**config.mk**
```make
export PLATFORM = sky130hd
export DESIGN_NAME = byte_stack_vm_alu_top
export DESIGN_NICKNAME = d
export VERILOG_FILES = /design/src/hw/rtl/bsva_pkg.sv /design/src/hw/rtl/bsva_div.sv /design/src/hw/rtl/byte_stack_vm_alu_top.sv
export SDC_FILE = /design/constraint.sdc
export NUM_CORES = 1
export LEC_CHECK = 0
export BUFFER_PORTS_ARGS = -buffer_cell sky130_fd_sc_hd__buf_2
export CAP_MARGIN = 20
export CORE_MARGIN = 2
export CORE_UTILIZATION = 45
export DETAILED_ROUTE_END_ITERATION = 10
export PLACE_DENSITY = 0.6
export SLEW_MARGIN = 25
export SYNTH_ARGS = -nofsm -noshare
export SYNTH_HDL_FRONTEND = slang
export SYNTH_SLANG_ARGS = --single-unit
```
**constraint.sdc**
```tcl
create_clock -name i_clk -period 4.35 [get_ports i_clk]
set_input_delay 0.87 -clock i_clk [delete_from_list [all_inputs] [get_ports i_clk]]
set_output_delay 0.87 -clock i_clk [all_outputs]
set_load 0.03 [all_outputs]
```
**src/hw/rtl/bsva_pkg.sv**
```systemverilog
`timescale 1ns / 1ps
// ============================================================================
// bsva_pkg
// Shared types, operation codes and divider step for the byte stack VM ALU.
// ============================================================================
package bsva_pkg;

    typedef logic [4:0] t_kind;
    typedef logic [1:0] t_status;
    typedef logic [7:0] t_byte;

    localparam t_kind K_ADD   = 5'd0;
    localparam t_kind K_SUB   = 5'd1;
    localparam t_kind K_MUL   = 5'd2;
    localparam t_kind K_DIV   = 5'd3;
    localparam t_kind K_MOD   = 5'd4;
    localparam t_kind K_EQ    = 5'd5;
    localparam t_kind K_GT    = 5'd6;
    localparam t_kind K_LT    = 5'd7;
    localparam t_kind K_LE    = 5'd8;
    localparam t_kind K_GE    = 5'd9;
    localparam t_kind K_NE    = 5'd10;
    localparam t_kind K_AND   = 5'd11;
    localparam t_kind K_OR    = 5'd12;
    localparam t_kind K_XOR   = 5'd13;
    localparam t_kind K_MIN   = 5'd14;
    localparam t_kind K_MAX   = 5'd15;
    localparam t_kind K_NOT   = 5'd16;
    localparam t_kind K_ABS   = 5'd17;
    localparam t_kind K_NEG   = 5'd18;
    localparam t_kind K_SHIFT = 5'd19;

    localparam t_status ST_OK          = 2'd0;
    localparam t_status ST_DIVZERO     = 2'd1;
    localparam t_status ST_UNSUPPORTED = 2'd2;

    // divider: 8 quotient bits, 2 per pipeline stage
    localparam int DIV_STAGES = 4;
    localparam int DIV_BPS    = 2;

    typedef struct packed {
        logic  q;
        t_byte rem;
    } t_div_step;

    // one restoring division step
    function automatic t_div_step div_step(input t_byte rem, input logic nbit,
                                           input t_byte den);
        logic [8:0] sh;
        t_div_step  st;
        sh = {rem, nbit};
        if (sh >= {1'b0, den}) begin
            st.q   = 1'b1;
            st.rem = 8'(sh - {1'b0, den});
        end else begin
            st.q   = 1'b0;
            st.rem = sh[7:0];
        end
        return st;
    endfunction

endpackage

```
**src/hw/rtl/bsva_div.sv**
```systemverilog
`timescale 1ns / 1ps
// ============================================================================
// bsva_div
// Pipelined 8-bit unsigned restoring divider, two quotient bits per stage;
// quotient and remainder are taken from the registers of the last stage.
// ============================================================================
module bsva_div (
    input  logic                i_clk,
    input  bsva_pkg::t_byte     i_num,
    input  bsva_pkg::t_byte     i_den,
    output bsva_pkg::t_byte     o_quo,
    output bsva_pkg::t_byte     o_rem
);

    localparam int NS = bsva_pkg::DIV_STAGES;
    localparam int BP = bsva_pkg::DIV_BPS;

    bsva_pkg::t_byte r_rem [NS];
    bsva_pkg::t_byte r_quo [NS];
    bsva_pkg::t_byte r_num [NS];
    bsva_pkg::t_byte r_den [NS];

    for (genvar k = 0; k < NS; k++) begin : g_stg
        bsva_pkg::t_byte   w_rem_in;
        bsva_pkg::t_byte   w_quo_in;
        bsva_pkg::t_byte   w_num_in;
        bsva_pkg::t_byte   w_den_in;
        bsva_pkg::t_byte   n_rem;
        bsva_pkg::t_byte   n_quo;
        bsva_pkg::t_div_step w_st [BP];

        if (k == 0) begin : g_first
            assign w_rem_in = '0;
            assign w_quo_in = '0;
            assign w_num_in = i_num;
            assign w_den_in = i_den;
        end else begin : g_next
            assign w_rem_in = r_rem[k-1];
            assign w_quo_in = r_quo[k-1];
            assign w_num_in = r_num[k-1];
            assign w_den_in = r_den[k-1];
        end

        for (genvar j = 0; j < BP; j++) begin : g_bit
            localparam int Idx = 7 - BP * k - j;
            if (j == 0) begin : g_j0
                assign w_st[j] = bsva_pkg::div_step(w_rem_in, w_num_in[Idx], w_den_in);
            end else begin : g_jn
                assign w_st[j] = bsva_pkg::div_step(w_st[j-1].rem, w_num_in[Idx],
                                                    w_den_in);
            end
        end

        always_comb begin
            n_quo = w_quo_in;
            for (int j = 0; j < BP; j++) begin
                n_quo[7 - BP * k - j] = w_st[j].q;
            end
            n_rem = w_st[BP-1].rem;
        end

        always_ff @(posedge i_clk) begin
            r_rem[k] <= n_rem;
            r_quo[k] <= n_quo;
            r_num[k] <= w_num_in;
            r_den[k] <= w_den_in;
        end
    end

    assign o_quo = r_quo[NS-1];
    assign o_rem = r_rem[NS-1];

endmodule

```
**src/hw/rtl/byte_stack_vm_alu_top.sv**
```systemverilog
`timescale 1ns / 1ps
// ============================================================================
// byte_stack_vm_alu_top
// Unsigned 8-bit execute unit of a stack VM: arithmetic, compare, logic,
// min/max, unary and signed-distance shift ops, one result word per word in.
// ============================================================================
// Usage:
//   Input: drive i_kind, i_lhs, i_rhs and raise start. A word is taken at
//   every rising edge with start high and busy low; busy is always low, so
//   one word can enter every cycle.
//   Output: o_result and o_status appear for one cycle with o_strobe high,
//   in the order words were taken. The receiver cannot hold them off.
//   Path: the result passes through the input register, four divider
//   stages of two quotient bits each, and the output register.
//   Throughput is one word per cycle; the pipelined divider sets
//   the depth, all other ops are delayed to match it.
//   Status: 0 ok, 1 div/mod by zero (result 0), 2 unknown kind (result 0).
//   Reset: synchronous, active low, clears all valid bits; words in flight
//   are dropped.
// ============================================================================
module byte_stack_vm_alu_top (
    input  logic                i_clk,
    input  logic                i_rst_n,
    input  logic                start,
    output logic                busy,
    input  logic [4:0]          i_kind,
    input  logic [7:0]          i_lhs,
    input  logic [7:0]          i_rhs,
    output logic                o_strobe,
    output logic [7:0]          o_result,
    output logic [1:0]          o_status
);

    localparam int NS = bsva_pkg::DIV_STAGES;

    typedef struct packed {
        logic                  sel_div;
        logic                  sel_mod;
        bsva_pkg::t_byte       res;
        bsva_pkg::t_status     st;
    } t_side;

    // stage 1: input register
    logic                r_s1_vld;
    bsva_pkg::t_kind     r_s1_kind;
    bsva_pkg::t_byte     r_s1_lhs;
    bsva_pkg::t_byte     r_s1_rhs;

    // side path delay, aligned with divider
    logic                r_vld [NS];
    t_side               r_side [NS];

    bsva_pkg::t_byte     w_quo;
    bsva_pkg::t_byte     w_rem;
    t_side               n_side;
    bsva_pkg::t_byte     w_ndist;
    bsva_pkg::t_byte     w_shl;
    bsva_pkg::t_byte     w_shr;
    logic [15:0]         w_prod;

    logic                r_strobe;
    bsva_pkg::t_byte     r_result;
    bsva_pkg::t_status   r_status;
    bsva_pkg::t_byte     n_result;

    assign busy = 1'b0;

    always_ff @(posedge i_clk) begin
        if (!i_rst_n) begin
            r_s1_vld <= 1'b0;
        end else begin
            r_s1_vld <= start && !busy;
        end
        r_s1_kind <= i_kind;
        r_s1_lhs  <= i_lhs;
        r_s1_rhs  <= i_rhs;
    end

    bsva_div u_div (
        .i_clk (i_clk),
        .i_num (r_s1_lhs),
        .i_den (r_s1_rhs),
        .o_quo (w_quo),
        .o_rem (w_rem)
    );

    assign w_prod  = 16'(r_s1_lhs) * 16'(r_s1_rhs);
    assign w_ndist = 8'(~r_s1_rhs + 8'd1);
    assign w_shl   = (r_s1_rhs[6:3] != 4'd0) ? 8'd0 : 8'(r_s1_lhs << r_s1_rhs[2:0]);
    assign w_shr   = (w_ndist[7:3] != 5'd0) ? 8'd0 : 8'(r_s1_lhs >> w_ndist[2:0]);

    always_comb begin
        n_side.sel_div = 1'b0;
        n_side.sel_mod = 1'b0;
        n_side.res     = '0;
        n_side.st      = bsva_pkg::ST_OK;
        unique case (r_s1_kind)
            bsva_pkg::K_ADD:   n_side.res = 8'(r_s1_lhs + r_s1_rhs);
            bsva_pkg::K_SUB:   n_side.res = 8'(r_s1_lhs - r_s1_rhs);
            bsva_pkg::K_MUL:   n_side.res = w_prod[7:0];
            bsva_pkg::K_DIV: begin
                if (r_s1_rhs == 8'd0) begin
                    n_side.st = bsva_pkg::ST_DIVZERO;
                end else begin
                    n_side.sel_div = 1'b1;
                end
            end
            bsva_pkg::K_MOD: begin
                if (r_s1_rhs == 8'd0) begin
                    n_side.st = bsva_pkg::ST_DIVZERO;
                end else begin
                    n_side.sel_mod = 1'b1;
                end
            end
            bsva_pkg::K_EQ:    n_side.res = {7'd0, r_s1_lhs == r_s1_rhs};
            bsva_pkg::K_GT:    n_side.res = {7'd0, r_s1_lhs >  r_s1_rhs};
            bsva_pkg::K_LT:    n_side.res = {7'd0, r_s1_lhs <  r_s1_rhs};
            bsva_pkg::K_LE:    n_side.res = {7'd0, r_s1_lhs <= r_s1_rhs};
            bsva_pkg::K_GE:    n_side.res = {7'd0, r_s1_lhs >= r_s1_rhs};
            bsva_pkg::K_NE:    n_side.res = {7'd0, r_s1_lhs != r_s1_rhs};
            bsva_pkg::K_AND:   n_side.res = r_s1_lhs & r_s1_rhs;
            bsva_pkg::K_OR:    n_side.res = r_s1_lhs | r_s1_rhs;
            bsva_pkg::K_XOR:   n_side.res = r_s1_lhs ^ r_s1_rhs;
            bsva_pkg::K_MIN:   n_side.res = (r_s1_lhs <= r_s1_rhs) ? r_s1_lhs : r_s1_rhs;
            bsva_pkg::K_MAX:   n_side.res = (r_s1_lhs >= r_s1_rhs) ? r_s1_lhs : r_s1_rhs;
            bsva_pkg::K_NOT:   n_side.res = ~r_s1_rhs;
            bsva_pkg::K_ABS:   n_side.res = r_s1_rhs;
            bsva_pkg::K_NEG:   n_side.res = 8'(8'd0 - r_s1_rhs);
            bsva_pkg::K_SHIFT: n_side.res = r_s1_rhs[7] ? w_shr : w_shl;
            default:           n_side.st  = bsva_pkg::ST_UNSUPPORTED;
        endcase
    end

    always_ff @(posedge i_clk) begin
        if (!i_rst_n) begin
            for (int k = 0; k < NS; k++) begin
                r_vld[k] <= 1'b0;
            end
        end else begin
            r_vld[0] <= r_s1_vld;
            for (int k = 1; k < NS; k++) begin
                r_vld[k] <= r_vld[k-1];
            end
        end
        r_side[0] <= n_side;
        for (int k = 1; k < NS; k++) begin
            r_side[k] <= r_side[k-1];
        end
    end

    always_comb begin
        priority if (r_side[NS-1].sel_div) begin
            n_result = w_quo;
        end else if (r_side[NS-1].sel_mod) begin
            n_result = w_rem;
        end else begin
            n_result = r_side[NS-1].res;
        end
    end

    always_ff @(posedge i_clk) begin
        if (!i_rst_n) begin
            r_strobe <= 1'b0;
        end else begin
            r_strobe <= r_vld[NS-1];
        end
        r_result <= n_result;
        r_status <= r_side[NS-1].st;
    end

    assign o_strobe = r_strobe;
    assign o_result = r_result;
    assign o_status = r_status;

endmodule
```
==> results.cfg <==
[placement]
dpl.cell_count = 1398
hpwl_um = 19200
place_congestion = 0.966
portBuffers = 34

[timing]
finalSetupViolations = 0
clock.fmax_ghz = 0.244
period_minus_slack_ns = 4.10
maxSlewViolCount = 0
fin_skew_ns = 0.0191
maxSlewHeadroom_pct = 38.9
final-hold-violation-count = 0
period_share_pct = 94.2
tns_ns = 0
rsz0062_at_grt = false
worstMarginPinSlew_ns = 0.915

[layout]
diodes = 0
layout-drive-gt1-share_pct = 14.8
area_growth_pct = 13.6
fin_cells = 1430
finalNetCount = 1285
final_cell_mix = 171 x dfxtp_1, 103 x ha_1, 99 x inv_1
mostFrequentLayoutCell = dfxtp_1

[job]
maxCapViolations = 0

[routing]
wl_um = 24700
drc = 0
wl_per_cell_um = 17.3
num_vias = 7804
firstDrtPassIters = 5
drtIter0Drc = 592
routed_via_density = 5.46
ant_nets = 0

[synth]
syn-cell-area_um2 = 9880
synth_flop_cell = dfxtp_1
ys_seq_elements = 173
synth.avg_cell_area_um2 = 9.21
ys_warn_count = 0
seq_area_frac_synth_pct = 35.0
synth.distinct_cells = 78
async_flop_share_pct = 0
synth_fp_nets = 1221
synth-edff-count = 0
syn_inst = 1073

[pwr]
power_leakage_nw = 5.05
power_density_nw_per_um2 = 503
irDropWorstVdd_v = 0.000292

[clock_tree]
htree_levels = 4
clockBufferDepth = 2
cts_tree = done
cts_hold_buffers = 0
cts.sinks = 173
cts_root_buffer = clkbuf_16
cts_buffers = 17
clock_latency_ns = 0.43
cts.clk_slew.worst_paths_ns = 0.09

[hold_path]
hold_path_class = flip-flop to flip-flop
worstHoldStart = u_div.r_quo[0][6]

[global_route]
grt_pass1_vias = 7453
grt_pass1_wl_um = 40000
antenna_found_initial = 0
track_usage_pct = 21.6
grt_max_degree = 25
globalRouteOverflowTotal = 0

[critical_path]
crit_path_max_fanout = 4
worst_setup_path_end_kind = flip-flop
critPathLaunchType = flip-flop
worstSetupStartpoint = r_s1_rhs[2]
worst_ep_required_time_ns = 4.67
critPathArrivalTime_ns = 4.42
timing.rr.start = r_s1_rhs[2]
crit_type = flip-flop to flip-flop

[floorplanning]
dieArea_um2 = 23200
rows = 54
die_w_um = 152
core_area_um2 = 21700
chipHeight_um = 152
start_util_pct = 45.6
pin_count = 36

[outcome]
outcome = finished, final reports clean
[worst max-delay path: stages (launching register included)]
cell and delay (ns):
dfxtp_1 0.39, ha_1 0.20, inv_1 0.09, fa_1 0.45, fa_1 0.52, inv_1 0.04
ha_1 0.27, inv_1 0.05, fa_1 0.53, inv_1 0.04, ha_1 0.32, a21o_1 0.18
a21oi_2 0.18, xnor2_1 0.15, xnor2_1 0.11, o2bb2ai_1 0.13, or3_1 0.34
[sequential cells by signal (all words and copies together), names as in the netlist]
register     count
u_div.r_num     12
r_vld            4
o_result         8
o_status         2
r_s1_lhs         8
u_div.r_quo     20
r_s1_vld         1
u_div.r_rem     32
r_side          48
r_s1_kind        5
u_div.r_den     24
r_s1_rhs         8
o_strobe         1
[kinds of logic after synthesis]
kind of cell	count (synthesis)	share of synthesized area (%)
AO/OA/AOI/OAI	241	16.2
XOR/XNOR	56	4.96
adder cells (fa/ha/maj)	124	17.3
buffers and inverters	135	5.48
flip-flops	173	35.0
multiplexers	61	7.12
other	1	0.0379
AND/OR/NAND/NOR	282	13.9
[final cells by class]
class / count / area [um2]
clock buffers: 17 / 425
clock inverters: 15 / 214
fillers: 2041 / 10500
inverters: 102 / 383
multi-input cells: 765 / 5890
flip-flops and latches: 173 / 3470
well taps: 280 / 350
repair buffers: 78 / 500
[metal layers]
layer | vias up | share of wire (%) | track usage, %
met4 | 0 | 2.6 | 7.57
li1 | 3906 | - | -
met2 | 249 | 46 | 34.2
met3 | 45 | 5.4 | 4.32
met5 | - | 0 | 0
met1 | 3604 | 46 | 29.4
[Yosys cell counts, types with 5 or more instances]
cell	number	share of area, %
o2111ai_1	6	0.53
fa_1	21	4.3
and2_1	10	0.63
o21a_1	14	1.1
buf_4	5	0.38
xnor2_1	39	3.5
a21o_1	10	0.76
o21bai_1	7	0.53
a211oi_1	9	0.68
nand4_1	15	0.95
nand2_1	74	2.8
ha_1	103	13
a22oi_1	6	0.46
or4_1	5	0.38
nor3_1	22	1.1
nand2b_1	10	0.63
o211ai_1	13	0.99
a31oi_1	5	0.32
or3_1	5	0.32
xor2_1	17	1.5
o21ai_0	52	2.6
o31ai_1	8	0.61
nor2_1	83	3.2
a21boi_0	6	0.46
mux2_2	34	3.9
mux2i_1	23	2.3
inv_1	99	3.8
nand3_1	15	0.76
dfxtp_1	173	35
a21oi_1	58	2.9
clkbuf_1	24	0.91
nor2b_1	15	0.95
[stage by stage]
| step | worst slack, ns | cell area, um2 | utilization (%) | power (mW) | hold slack (ns) |
|---|---|---|---|---|---|
| after floorplan | 0.216 | 9880 | - | 3.52 | 0.310 |
| after global placement | 0.147 | 10600 | 48.8 | 4.08 | 0.310 |
| after detailed placement | 0.0978 | 10600 | 48.8 | 4.09 | 0.312 |
| after CTS | 0.0958 | 11200 | 51.7 | 5.67 | 0.319 |
| after global routing | 0.00227 | 11200 | 51.8 | 6.03 | 0.322 |
| final | 0.252 | 11200 | 51.8 | 5.64 | 0.319 |
[power by group]
group	internal (mW)	switching [mW]
clock network	0.795	0.761
registers	1.81	0.104
logic	1.03	1.14
[path summary, 6_finish.rpt]
check | depth (start not counted) | slack (ns) | endpoint
hold reg to reg | 0 | 0.32 | u_div.r_quo[1][6]
setup reg to reg | 16 | 0.25 | r_side[0][9]
setup / recovery | 16 | 0.25 | r_side[0][9]
hold / removal | 0 | 0.32 | u_div.r_quo[1][6]
[repair_timing]
| action | in CTS | in global routing |
|---|---|---|
| setup buffers | 0 | 0 |
| gates resized for setup | 0 | 12 |
| setup endpoints to repair | 0 | 23 |
(Power assumes the default switching activity.)
